[src/rtl/stpw_pkg.sv]
// Shared types, constants and lookup functions for the stopwatch block.
// No dependencies; imported by stpw_rsp_fifo and stopwatch_display_uart_top.
`timescale 1ns / 1ps
`default_nettype none

package stpw_pkg;

   localparam int DIGIT_COUNT = 4;
   localparam int DIGIT_AW    = $clog2(DIGIT_COUNT);
   localparam int SEND_IDX_W  = 3;

   // result queue
   localparam int FIFO_DEPTH = 4;
   localparam int FIFO_AW    = $clog2(FIFO_DEPTH);
   localparam int FIFO_CW    = $clog2(FIFO_DEPTH + 1);

   // register file
   localparam int CSR_IDX_W  = 2;
   localparam int CSR_DATA_W = 14;
   localparam logic [CSR_IDX_W-1:0] CSR_TICKS_PER_SECOND   = 2'd0;
   localparam logic [CSR_IDX_W-1:0] CSR_TICKS_PER_KEY_SCAN = 2'd1;
   localparam logic [CSR_IDX_W-1:0] CSR_COUNT_LIMIT        = 2'd2;

   localparam logic [7:0]  TPS_RESET   = 8'd200;
   localparam logic [3:0]  SCAN_RESET  = 4'd4;
   localparam logic [13:0] LIMIT_RESET = 14'd9999;

   localparam logic KIND_DISPLAY = 1'b0;
   localparam logic KIND_SERIAL  = 1'b1;

   localparam logic [3:0] DIGIT_MAX   = 4'd9;
   localparam logic [5:0] ASCII_ZERO  = 6'd48;

   // key held bits
   localparam int KEY_START = 0;
   localparam int KEY_PAUSE = 1;
   localparam int KEY_CLEAR = 2;

   typedef logic [3:0] digit_type;

   typedef struct packed {
      logic       kind;
      logic [7:0] segment_pattern;
      logic [3:0] digit_enable;
      logic [5:0] tx_byte;
      logic       last;
   } result_type;

   // active-low segments, blank for anything that is not a decimal digit
   function automatic logic [7:0] seg_of(input digit_type d);
      logic [7:0] s;
      case (d)
         4'd0: s = 8'hC0;
         4'd1: s = 8'hF9;
         4'd2: s = 8'hA4;
         4'd3: s = 8'hB0;
         4'd4: s = 8'h99;
         4'd5: s = 8'h92;
         4'd6: s = 8'h82;
         4'd7: s = 8'hF8;
         4'd8: s = 8'h80;
         4'd9: s = 8'h90;
         default: s = 8'hFF;
      endcase
      return s;
   endfunction

   function automatic logic [5:0] ascii_of(input digit_type d);
      return ASCII_ZERO + {2'b00, d};
   endfunction

endpackage

`default_nettype wire

[src/rtl/stpw_rsp_fifo.sv]
// Four-word result queue, up to two words written and one read per cycle.
// Depends on stpw_pkg.
`timescale 1ns / 1ps
`default_nettype none

module stpw_rsp_fifo (
   input  wire logic                         clock,
   input  wire logic                         reset,
   input  wire logic [1:0]                   push_count,
   input  wire stpw_pkg::result_type         push_word0,
   input  wire stpw_pkg::result_type         push_word1,
   input  wire logic                         pop,
   output stpw_pkg::result_type              head_word,
   output logic [stpw_pkg::FIFO_CW-1:0]      fill
);
   import stpw_pkg::*;

   result_type           entry_ff [FIFO_DEPTH];
   logic [FIFO_AW-1:0]   wr_ptr_ff, wr_ptr_in;
   logic [FIFO_AW-1:0]   rd_ptr_ff, rd_ptr_in;
   logic [FIFO_CW-1:0]   fill_ff, fill_in;
   logic [FIFO_AW-1:0]   wr_ptr_next;

   assign wr_ptr_next = wr_ptr_ff + FIFO_AW'(1);
   assign wr_ptr_in   = wr_ptr_ff + FIFO_AW'(push_count);
   assign rd_ptr_in   = rd_ptr_ff + FIFO_AW'(pop);
   assign fill_in     = fill_ff + FIFO_CW'(push_count) - FIFO_CW'(pop);

   always_ff @(posedge clock) begin
      if (reset) begin
         wr_ptr_ff <= '0;
         rd_ptr_ff <= '0;
         fill_ff   <= '0;
      end else begin
         wr_ptr_ff <= wr_ptr_in;
         rd_ptr_ff <= rd_ptr_in;
         fill_ff   <= fill_in;
      end
   end

   always_ff @(posedge clock) begin
      if (push_count != 2'd0) begin
         entry_ff[wr_ptr_ff] <= push_word0;
      end
      if (push_count == 2'd2) begin
         entry_ff[wr_ptr_next] <= push_word1;
      end
   end

   assign head_word = entry_ff[rd_ptr_ff];
   assign fill      = fill_ff;

endmodule

`default_nettype wire

[src/rtl/stopwatch_display_uart_top.sv]
// Results: an accepted input word writes its result words, if any, into the result queue.
// Throughput: one input word per cycle unless stalled; a tick that starts a
// send yields two result words, drained one per cycle unless rsp_stall is high,
// from a four-word result queue. Input stalls while that queue holds more than
// two words (registered, so req_stall never depends on rsp_stall in the same cycle).
// Reset: synchronous; clears all state but the queue entries, loads register defaults 200 / 4 / 9999.
`timescale 1ns / 1ps
`default_nettype none

module stopwatch_display_uart_top (
   input  wire logic                            clock,
   input  wire logic                            reset,
   // input words
   input  wire logic                            req_valid,
   output logic                                 req_stall,
   input  wire logic                            req_action,
   input  wire logic                            req_key_start,
   input  wire logic                            req_key_pause,
   input  wire logic                            req_key_clear,
   // result words
   output logic                                 rsp_valid,
   input  wire logic                            rsp_stall,
   output logic                                 rsp_kind,
   output logic [7:0]                           rsp_segment_pattern,
   output logic [3:0]                           rsp_digit_enable,
   output logic [5:0]                           rsp_tx_byte,
   output logic                                 rsp_last,
   // register writes
   input  wire logic                            csr_write_enable,
   input  wire logic [stpw_pkg::CSR_IDX_W-1:0]  csr_index,
   input  wire logic [stpw_pkg::CSR_DATA_W-1:0] csr_write_data
);
   import stpw_pkg::*;

   // ---------------------------------------------------------------
   // Configuration registers
   // ---------------------------------------------------------------
   logic [7:0]  tps_ff;         // ticks per second
   logic [3:0]  scan_ticks_ff;  // ticks per key scan
   logic [13:0] limit_ff;       // count limit

   always_ff @(posedge clock) begin
      if (reset) begin
         tps_ff        <= TPS_RESET;
         scan_ticks_ff <= SCAN_RESET;
         limit_ff      <= LIMIT_RESET;
      end else if (csr_write_enable) begin
         case (csr_index)
            CSR_TICKS_PER_SECOND:   tps_ff        <= csr_write_data[7:0];
            CSR_TICKS_PER_KEY_SCAN: scan_ticks_ff <= csr_write_data[3:0];
            CSR_COUNT_LIMIT:        limit_ff      <= csr_write_data[13:0];
            default: ;
         endcase
      end
   end

   // ---------------------------------------------------------------
   // Stopwatch state
   // ---------------------------------------------------------------
   logic [7:0]            prescale_ff, prescale_in;
   logic [3:0]            scan_count_ff, scan_count_in;
   logic                  second_due_ff, second_due_in;
   logic                  running_ff, running_in;
   logic [13:0]           seconds_ff, seconds_in;
   logic [2:0]            key_held_ff, key_held_in;
   logic [DIGIT_AW-1:0]   scan_pos_ff, scan_pos_in;
   digit_type             digit_ff [DIGIT_COUNT];   // BCD of the count, thousands first
   digit_type             digit_in [DIGIT_COUNT];
   logic [SEND_IDX_W-1:0] send_index_ff, send_index_in;
   logic                  send_busy_ff, send_busy_in;

   // result queue side
   logic [FIFO_CW-1:0]    fifo_fill;
   logic [1:0]            push_count;
   result_type            word0, word1, head_word;
   logic                  req_accept, rsp_pop;

   assign req_stall  = fifo_fill > FIFO_CW'(FIFO_DEPTH - 2);
   assign req_accept = req_valid && !req_stall;

   // ---------------------------------------------------------------
   // Single-pass update for one accepted word
   // ---------------------------------------------------------------
   always_comb begin
      logic [7:0]  pre_inc;
      logic [3:0]  scan_inc;
      logic        scan_now;
      logic [2:0]  lvl;
      logic [2:0]  rel;
      logic        due_mid;
      logic        step;
      logic        start_req;
      logic        sent;
      logic        carry;

      prescale_in   = prescale_ff;
      scan_count_in = scan_count_ff;
      second_due_in = second_due_ff;
      running_in    = running_ff;
      seconds_in    = seconds_ff;
      key_held_in   = key_held_ff;
      scan_pos_in   = scan_pos_ff;
      for (int i = 0; i < DIGIT_COUNT; i++) begin
         digit_in[i] = digit_ff[i];
      end
      send_index_in = send_index_ff;
      send_busy_in  = send_busy_ff;

      pre_inc   = prescale_ff + 8'd1;
      scan_inc  = scan_count_ff + 4'd1;
      scan_now  = 1'b0;
      lvl       = {req_key_clear, req_key_pause, req_key_start};
      rel       = '0;
      due_mid   = 1'b0;
      step      = 1'b0;
      start_req = 1'b0;
      sent      = 1'b0;
      carry     = 1'b0;

      word0      = '0;
      word1      = '0;
      push_count = 2'd0;

      if (req_accept && req_action) begin
         // serial done: release the next byte, or go idle
         if (send_busy_ff && (send_index_ff < SEND_IDX_W'(DIGIT_COUNT))) begin
            word0.kind    = KIND_SERIAL;
            word0.tx_byte = ascii_of(digit_ff[send_index_ff[DIGIT_AW-1:0]]);
            word0.last    = 1'b1;
            send_index_in = send_index_ff + SEND_IDX_W'(1);
            push_count    = 2'd1;
         end else begin
            send_busy_in = 1'b0;
         end
      end else if (req_accept) begin
         // display refresh from the digits as they stand before this tick
         word0.kind            = KIND_DISPLAY;
         word0.segment_pattern = seg_of(digit_ff[scan_pos_ff]);
         word0.digit_enable    = ~(DIGIT_COUNT'(1) << scan_pos_ff);
         scan_pos_in           = scan_pos_ff + DIGIT_AW'(1);

         // timebase; the second mark sees the run flag from before the key scan
         if (scan_inc >= scan_ticks_ff) begin
            scan_count_in = 4'd0;
            scan_now      = 1'b1;
         end else begin
            scan_count_in = scan_inc;
         end
         if ((pre_inc >= tps_ff) && running_ff) begin
            prescale_in = 8'd0;
            due_mid     = 1'b1;
         end else begin
            prescale_in = pre_inc;
            due_mid     = second_due_ff;
         end

         // keys act on release; start, then pause, then clear
         if (scan_now) begin
            for (int k = 0; k < 3; k++) begin
               if (!lvl[k]) begin
                  key_held_in[k] = 1'b1;
               end else if (key_held_ff[k]) begin
                  key_held_in[k] = 1'b0;
                  rel[k]         = 1'b1;
               end
            end
         end
         if (rel[KEY_START]) begin
            running_in = 1'b1;
         end
         if (rel[KEY_PAUSE]) begin
            running_in = 1'b0;
         end
         if (rel[KEY_CLEAR]) begin
            running_in = 1'b0;
            seconds_in = 14'd0;
            for (int i = 0; i < DIGIT_COUNT; i++) begin
               digit_in[i] = '0;
            end
            start_req = 1'b1;
         end

         // seconds step; clear stops the count, so it never meets a step
         step          = due_mid && running_in;
         second_due_in = due_mid && !running_in;
         if (step) begin
            start_req = 1'b1;
            if (seconds_ff >= limit_ff) begin
               seconds_in = 14'd0;
               for (int i = 0; i < DIGIT_COUNT; i++) begin
                  digit_in[i] = '0;
               end
            end else begin
               seconds_in = seconds_ff + 14'd1;
               // BCD increment, units first; digits track the count mod 10000
               carry = 1'b1;
               for (int i = DIGIT_COUNT - 1; i >= 0; i--) begin
                  if (carry) begin
                     if (digit_ff[i] >= DIGIT_MAX) begin
                        digit_in[i] = '0;
                     end else begin
                        digit_in[i] = digit_ff[i] + 4'd1;
                        carry       = 1'b0;
                     end
                  end
               end
            end
         end

         // a send already running keeps going on the updated digits
         if (start_req && !send_busy_ff) begin
            sent          = 1'b1;
            send_busy_in  = 1'b1;
            send_index_in = SEND_IDX_W'(1);
            word1.kind    = KIND_SERIAL;
            word1.tx_byte = ascii_of(digit_in[0]);
            word1.last    = 1'b1;
         end

         word0.last = !sent;
         push_count = sent ? 2'd2 : 2'd1;
      end
   end

   always_ff @(posedge clock) begin
      if (reset) begin
         prescale_ff   <= '0;
         scan_count_ff <= '0;
         second_due_ff <= 1'b0;
         running_ff    <= 1'b0;
         seconds_ff    <= '0;
         key_held_ff   <= '0;
         scan_pos_ff   <= '0;
         for (int i = 0; i < DIGIT_COUNT; i++) begin
            digit_ff[i] <= '0;
         end
         send_index_ff <= '0;
         send_busy_ff  <= 1'b0;
      end else begin
         prescale_ff   <= prescale_in;
         scan_count_ff <= scan_count_in;
         second_due_ff <= second_due_in;
         running_ff    <= running_in;
         seconds_ff    <= seconds_in;
         key_held_ff   <= key_held_in;
         scan_pos_ff   <= scan_pos_in;
         for (int i = 0; i < DIGIT_COUNT; i++) begin
            digit_ff[i] <= digit_in[i];
         end
         send_index_ff <= send_index_in;
         send_busy_ff  <= send_busy_in;
      end
   end

   // ---------------------------------------------------------------
   // Result queue and output port
   // ---------------------------------------------------------------
   assign rsp_valid = fifo_fill != '0;
   assign rsp_pop   = rsp_valid && !rsp_stall;

   stpw_rsp_fifo u_rsp_fifo (
      .clock      (clock),
      .reset      (reset),
      .push_count (push_count),
      .push_word0 (word0),
      .push_word1 (word1),
      .pop        (rsp_pop),
      .head_word  (head_word),
      .fill       (fifo_fill)
   );

   assign rsp_kind            = head_word.kind;
   assign rsp_segment_pattern = head_word.segment_pattern;
   assign rsp_digit_enable    = head_word.digit_enable;
   assign rsp_tx_byte         = head_word.tx_byte;
   assign rsp_last            = head_word.last;

   // ---------------------------------------------------------------
   // Checks
   // ---------------------------------------------------------------
`ifndef SYNTHESIS
   // stall threshold must keep room for a two-word tick
   a_fifo_no_overflow: assert property (@(posedge clock) disable iff (reset)
      fifo_fill <= FIFO_CW'(FIFO_DEPTH))
      else $error("result queue overflow");

   a_send_index_range: assert property (@(posedge clock) disable iff (reset)
      send_index_ff <= SEND_IDX_W'(DIGIT_COUNT))
      else $error("send index past last digit");

   a_digits_decimal: assert property (@(posedge clock) disable iff (reset)
      digit_ff[0] <= DIGIT_MAX && digit_ff[1] <= DIGIT_MAX &&
      digit_ff[2] <= DIGIT_MAX && digit_ff[3] <= DIGIT_MAX)
      else $error("digit store holds a non-decimal digit");

   // a send that starts always begins at the second byte index
   a_send_start: assert property (@(posedge clock) disable iff (reset)
      $rose(send_busy_ff) |-> send_index_ff == SEND_IDX_W'(1))
      else $error("send started at wrong index");
`endif

endmodule

`default_nettype wire
[config.mk]
export PLATFORM = sky130hd
export DESIGN_NAME = stopwatch_display_uart_top
export DESIGN_NICKNAME = d
export VERILOG_FILES = /design/src/rtl/stpw_pkg.sv /design/src/rtl/stpw_rsp_fifo.sv /design/src/rtl/stopwatch_display_uart_top.sv
export SDC_FILE = /design/constraint.sdc
export NUM_CORES = 1
export LEC_CHECK = 0
export ABC_AREA = 1
export BUFFER_PORTS_ARGS = -buffer_cell sky130_fd_sc_hd__buf_2
export CAP_MARGIN = 40
export CELL_PAD_IN_SITES_DETAIL_PLACEMENT = 2
export CELL_PAD_IN_SITES_GLOBAL_PLACEMENT = 2
export CORE_ASPECT_RATIO = 1.25
export CORE_MARGIN = 4
export CORE_UTILIZATION = 32
export CTS_CLUSTER_SIZE = 25
export DETAILED_ROUTE_END_ITERATION = 7
export GPL_TIMING_DRIVEN = 0
export HOLD_SLACK_MARGIN = 0.1
export PLACE_DENSITY = 0.77
export SLEW_MARGIN = 20
export SYNTH_ARGS = -nofsm -noshare
export SYNTH_HDL_FRONTEND = slang
export SYNTH_SLANG_ARGS = --single-unit
[constraint.sdc]
create_clock -name clock -period 2.75 [get_ports clock]
set_input_delay 0.55 -clock clock [delete_from_list [all_inputs] [get_ports clock]]
set_output_delay 0.55 -clock clock [all_outputs]
set_load 0.05 [all_outputs]
Yosys cells after proc, flatten, opt, wreduce, memory -nomap -nowiden
Memories as Yosys holds them, arrays and structs flattened. A register that Yosys moved wholly into a read port is not among the register bits.
Index checks and enable logic that the tools add are counted.
{"block": "word_totals", "mem_bits_rw": 96, "out_inout_bits": 22, "wordCells": 189, "rom_bits": 112, "mem_count": 3, "register_bits": 70}
{"block": "classes", "n_mux": 107, "n_shift": 1, "n_eq_ne": 5, "magnitude_cmp": 9, "bitwise": 6, "n_reduce_logical": 27, "n_addsub": 16}
{"memory": "(no name shown)", "depth": 16, "width": 7, "read_ports": 1, "rd_clocked_by_memory_dff": 0, "wr": 0, "line_no": "stpw_pkg.sv:52", "text": "case (d)"}
{"memory": "u_rsp_fifo.entry_ff", "depth": 4, "width": 20, "read_ports": 1, "rd_clocked_by_memory_dff": 1, "wr": 2, "line_no": "stpw_rsp_fifo.sv:18", "text": "result_type entry_ff [FIFO_DEPTH];"}
{"memory": "digit_ff", "depth": 4, "width": 4, "read_ports": 6, "rd_clocked_by_memory_dff": 2, "wr": 4, "line_no": "stopwatch_display_uart_top.sv:67", "text": "digit_type digit_ff [DIGIT_COUNT];"}
{"cell": "2-to-1 mux 16 bit", "count": 7}
{"cell": "2-to-1 mux 1 bit", "count": 62}
{"cell": "2-to-1 mux 4 bit", "count": 12}
{"cell": "2-to-1 mux 14 bit", "count": 3}
{"cell": "2-to-1 mux 7 bit", "count": 4}
{"cell": "2-to-1 mux 12 bit", "count": 2}
{"cell": "2-to-1 mux 3 bit", "count": 7}
{"cell": "adder 4 x 1 -> 4 bit (second input constant)", "count": 5}
{"cell": "greater-or-equal comparator 4 bit (second input constant)", "count": 4}
{"cell": "2-to-1 mux 2 bit", "count": 8}
{"cell": "adder 14 x 1 -> 14 bit (second input constant)", "count": 1}
{"cell": "greater-or-equal comparator 14 bit", "count": 1}
{"cell": "adder 5 x 5 -> 6 bit (first input constant)", "count": 2}
{"cell": "AND reduction 3 bit", "count": 4}
{"cell": "adder 8 x 1 -> 8 bit (second input constant)", "count": 1}
{"cell": "greater-or-equal comparator 8 bit", "count": 1}
{"cell": "logical AND 1 bit", "count": 8}
{"cell": "2-to-1 mux 8 bit", "count": 1}
{"cell": "AND reduction 2 bit", "count": 4}
{"cell": "nonzero test 2 bit", "count": 4}
{"cell": "2-to-1 mux 6 bit", "count": 1}
{"cell": "zero test 1 bit", "count": 5}
{"cell": "adder 2 x 1 -> 2 bit (second input constant)", "count": 2}
{"cell": "== test 2 bit (second input constant)", "count": 2}
{"cell": "17 further kinds", "count": 20}

Depth between registers and ports, before layout
{"block": "depth", "ltp_word": 36, "ltp_mapped": 22}

Cells and area by module
From an unflattened synthesis, not the netlist that was laid out.
{"block": "hier_totals", "cells_unflattened": 1276, "area_unflattened_um2": 10114.7}
{"module": "stopwatch_display_uart_top", "area_per_inst_um2": 5436.5, "seq_area_each_um2": 1661.6, "cells_per_inst": 785, "instances": 1}
{"module": "stpw_rsp_fifo", "area_per_inst_um2": 4678.2, "seq_area_each_um2": 2542.4, "cells_per_inst": 491, "instances": 1}

Worst setup path before layout
Ideal clock, no wire load.
{"block": "synth_timing", "kind": "register to register", "start": "reg prescale_ff[0]", "end": "reg u_rsp_fifo.fill_ff[2], in the netlist u_rsp_fifo.fill[2]", "path_slack_ps": -310, "required_time_ps": 2630, "synth_period_minus_slack_ps": 3060, "arrival_ps": 2940, "path_buffers": 0, "stages_incl_launch_ff": 19, "setup_time_ps": 120, "path_cell_list": "dfxtp_1 > nand3_1 > nand3b_1 > nand3b_1 > xnor2_1 > ha_1 > nand2_1 > o21a_1 > nand2_1 > nand2_1 > nand2_1 > nand2_4 > nand2_4 > nand3_4 > ha_1 > inv_1 > fa_1 > o21ai_0 > a21oi_1"}
{"block": "synth_via", "elab_chain_cells": 19}
{"item": "from (decl)", "line_no": "stopwatch_display_uart_top.sv:60", "text": "logic [7:0] prescale_ff, prescale_in;"}
{"item": "from (signal assigned)", "line_no": "stopwatch_display_uart_top.sv:240", "text": "prescale_ff <= prescale_in;"}
{"item": "adder 8 x 1 -> 8 bit", "line_no": "stopwatch_display_uart_top.sv:109", "text": "pre_inc = prescale_ff + 8'd1;"}
{"item": "greater-or-equal comparator 8 bit", "line_no": "stopwatch_display_uart_top.sv:149", "text": "if ((pre_inc >= tps_ff) && running_ff) begin"}
{"item": "logical AND 1 bit", "line_no": "stopwatch_display_uart_top.sv:149"}
{"item": "2-to-1 mux 1 bit", "line_no": "stopwatch_display_uart_top.sv:149"}
{"item": "2-to-1 mux 1 bit", "line_no": "stopwatch_display_uart_top.sv:135", "text": "end else if (req_accept) begin"}
{"item": "2-to-1 mux 1 bit", "line_no": "stopwatch_display_uart_top.sv:124", "text": "if (req_accept && req_action) begin"}
{"item": "logical AND 1 bit", "line_no": "stopwatch_display_uart_top.sv:184", "text": "step = due_mid && running_in;"}
{"item": "2-to-1 mux 1 bit", "line_no": "stopwatch_display_uart_top.sv:186", "text": "if (step) begin"}
{"item": "(+3 left out)"}
{"item": "2-to-1 mux 1 bit", "line_no": "stopwatch_display_uart_top.sv:211", "text": "if (start_req && !send_busy_ff) begin"}
{"item": "2-to-1 mux 1 bit", "line_no": "stopwatch_display_uart_top.sv:135"}
{"item": "2-to-1 mux 1 bit", "line_no": "stopwatch_display_uart_top.sv:124"}
{"item": "2-to-1 mux 2 bit", "line_no": "stopwatch_display_uart_top.sv:221", "text": "push_count = sent ? 2'd2 : 2'd1;"}
{"item": "2-to-1 mux 2 bit", "line_no": "stopwatch_display_uart_top.sv:135"}
{"item": "2-to-1 mux 2 bit", "line_no": "stopwatch_display_uart_top.sv:124"}
{"item": "adder 3 x 2 -> 3 bit", "line_no": "stpw_rsp_fifo.sv:27", "text": "assign fill_in = fill_ff + FIFO_CW'(push_count) - FIFO_CW'(pop);"}
{"item": "subtractor 3 x 1 -> 3 bit", "line_no": "stpw_rsp_fifo.sv:27"}
{"item": "to (signal assigned)", "line_no": "stpw_rsp_fifo.sv:37", "text": "fill_ff <= fill_in;"}
{"item": "to (decl)", "line_no": "stpw_rsp_fifo.sv:21", "text": "logic [FIFO_CW-1:0] fill_ff, fill_in;"}
Every way passes these cells. The select of a mux whose other input is x is not followed.
A chain may end at the register's enable or synchronous reset.

==> impl_metrics.yaml <==
outcome:
  status: "complete, but fails checks"
  violations: "negative setup slack"
finish:
  layout_common_cells: "nand2_1, dfxtp_1, inv_1, nor2_1, a21oi_1"
  multi_input_area_mm2: 0.00544
  drive_gt1_share_pct: 27.8
  final_cell_count_no_fill: 1682
  design_area_mm2: 0.0121
  syn2layout_area_growth_pct: 39.6
  seq_area_mm2: 0.00349
  diodes: 0
  final_core_util_pct: 45.2
  layout_commonest_cell: "nand2_1"
  nFillCells: 2966
  fin_nets: 1405
timing:
  fmax_mhz: 284
  timing.final.crit_share_pct: 128
  grt_setup_unrepaired: "true"
  fin_skew_ns: 0.0178
  worst_pin_slew_ns: 0.904
  setup_viol: 145
  slew_violations: 0
  worst_slack_ns: -0.767
  relSlewSlack_pct: 39.8
  setup_tns_ns: -70.48
  finalHoldViolations: 0
  period_needed_ns: 3.52
floorplan:
  start_util_pct: 32.4
  coreArea_mm2: 0.0267
  pin_count: 47
  dieArea_mm2: 0.0298
  die_h_um: 192
  die_w_um: 155
  fp-row-count: 67
setup_path:
  path_cells: "nand3_2, nand3b_1, nand3b_1, xnor2_2, ha_1, nand2_2, o21a_1, nand2_2, nand2_2, nand2_2, nand2_4, nand2_8, nand3_4, buf_12, nand2_8, buf_12, nand2_8, buf_12, inv_8, buf_8, nand2_2, nand2_1"
  crit_arrival_ns: 3.89
  cp_common_cell: "nand2_2"
  crit_slowest_cell: "dfxtp_2"
  rr_worst_depth: 22
  max_stage_delay_ns: 0.38
  cp-start-kind: "register"
  endpoint_kind: "register"
  worstSetupPathType: "reg2reg"
  crit_fanout: 6
  cp_data_required_time_ns: 3.12
synthesis:
  synth_edf_count: 24
  syn-num-nets: 1261
  ys.flop_type: "dfxtp_1"
  ys_ff_latch: 162
  synthTopCellsByArea: "dfxtp_1, nand2_1, edfxtp_1, ha_1, a21oi_1"
  synth_top_cell_area_share_pct: 31.9
  synth_area_leader_cell: "dfxtp_1"
  synthesis.area_mm2: 0.00866
  ys_seq_area_share_pct: 40.2
  synth-async-reset-ratio_pct: 0
  synth_cell_types: 43
  synthesis.instances: 1180
  syn_avg_cell_area_um2: 7.34
  yosys_warnings: 0
detailed_routing:
  via_per_inst: 5.50
  wl_met1_um: 15300
  top_layer: "met4"
  met2_length_um: 22700
  drtAntennaViolNets: 0
  routedWlPerCell_um: 24.8
  dr_wl_met3_um: 1400
  wirelength_um: 41700
  drc: 0
  dr.pass1.iters: 5
  vias: 9259
  first_iter_violations: 416
global_routing:
  grt_antenna_before_repair: 0
  overflow: 0
  grt_pass1_wl_um: 55200
  grt_pass1_vias: 9768
  globalRouteTotalUtil_pct: 23.9
  grt_start_max_net_pins: 17
hold_path:
  min_path_type: "in2reg"
  whs_path_depth: 2
placement:
  hpwl_um: 23100
  place_area_mm2: 0.00937
  place_ws_ns: -0.861
  dp_cells: 1570
  numPortBuffers: 45
  gp_congestion: 0.805
cts:
  root_buffer: "clkbuf_16"
  clockBufferDepth: 2
  path_clk_slew_ns: 0.07
  cts.sinks: 162
  htreeDepth: 4
  cts_tree: "done"
  cts_buffers: 17
  cts_hold_buffers: 0
  clk_latency_ns: 0.46
flow_run:
  maxCapViolations: 0
pwr:
  p_leak_nw: 5.30
  ir_drop_uv: 410
  pwr_density_cell_mw_per_mm2: 781
stage by stage:
step	hold WS (ns)	total power [mW]
detailed placement	0.457	5.88
floorplan	0.435	5.02
global route	0.322	9.82
global placement	0.448	5.77
finish	0.327	9.44
CTS	0.311	8.90
state kept, by name, indices dropped and copies added, names as in the netlist, 2 cells and up, named ones only:
signal and count:
u_rsp_fifo.rd_ptr_ff 2, u_rsp_fifo.wr_ptr_ff 2, scan_pos_ff 2, key_held_ff 3
prescale_ff 8, limit_ff 14, send_index_ff 3, scan_count_ff 4
u_rsp_fifo.entry_ff 72, seconds_ff 14, scan_ticks_ff 4, tps_ff 8
u_rsp_fifo.fill 3, digit_ff 16
cell type report:
class	instances	area share (%)
multi-input cells	839	45.0
clock buffers	26	4.31
well taps	345	3.57
flip-flops and latches	162	28.9
inverters	132	4.48
repair buffers	125	9.74
clock inverters	6	0.755
plain buffers	47	3.27
power breakdown:
group          leakage (nW)  internal, mW  switching (mW)  total [mW]
Combinational          3.63          1.16            2.70        3.85
Clock                 0.303          1.50            1.07        2.57
Sequential             1.37          2.73           0.281        3.01
Total                  5.30          5.39            4.05        9.44
what timing repair did:
action,CTS,global route
cloned,3,4
setup buffers,43,33
gates resized for setup,186,145
endpoints found under the hold margin,0,0
endpoints found under the setup margin,149,165
pin swaps,35,35
layer usage:
metal	up-vias	global-route usage, %
met2	270	46.7
met5	-	0
met1	4650	25.4
met4	0	9.62
met3	125	3.27
li1	4214	-
path summary, 6_finish.rpt:
check | from | to | slack, ns
setup / recovery | prescale_ff[1] | u_rsp_fifo.entry_ff[3][12] | -0.77
setup reg to reg | prescale_ff[1] | u_rsp_fifo.entry_ff[3][12] | -0.77
hold / removal | req_key_pause | key_held_ff[1] | 0.33
hold reg to reg | u_rsp_fifo.entry_ff[3][7] | u_rsp_fifo.entry_ff[3][7] | 0.47
worst max-delay path: cells and delay by family, from the launching register on:
family / cells / cell delay [ns]
AOI/OAI and AO/OA: 1 / 0.20
buffers and inverters: 5 / 0.69
adders and majority gates: 1 / 0.35
xor gates and xnor gates: 1 / 0.19
DFF: 1 / 0.38
and+or+nand+nor: 14 / 1.59
cells in the mapped netlist (15+ instances only):
cell type / count
o21ai_0: 93
o211ai_1: 15
a21oi_1: 114
o22ai_1: 30
dfxtp_1: 138
edfxtp_1: 24
inv_1: 126
clkbuf_1: 30
ha_1: 55
nand2_1: 269
nor2_1: 98
nand3_1: 87
logic make-up after synthesis:
| group | synth area share (%) |
|---|---|
| simple gates | 24.7 |
| compound gates | 16.6 |
| buf+inv | 8.20 |
| flops | 40.2 |
| fa+ha+maj | 8.17 |
| xor+xnor | 1.92 |
| mux | 0.116 |
No activity file was read; power rests on OpenSTA's default activity.
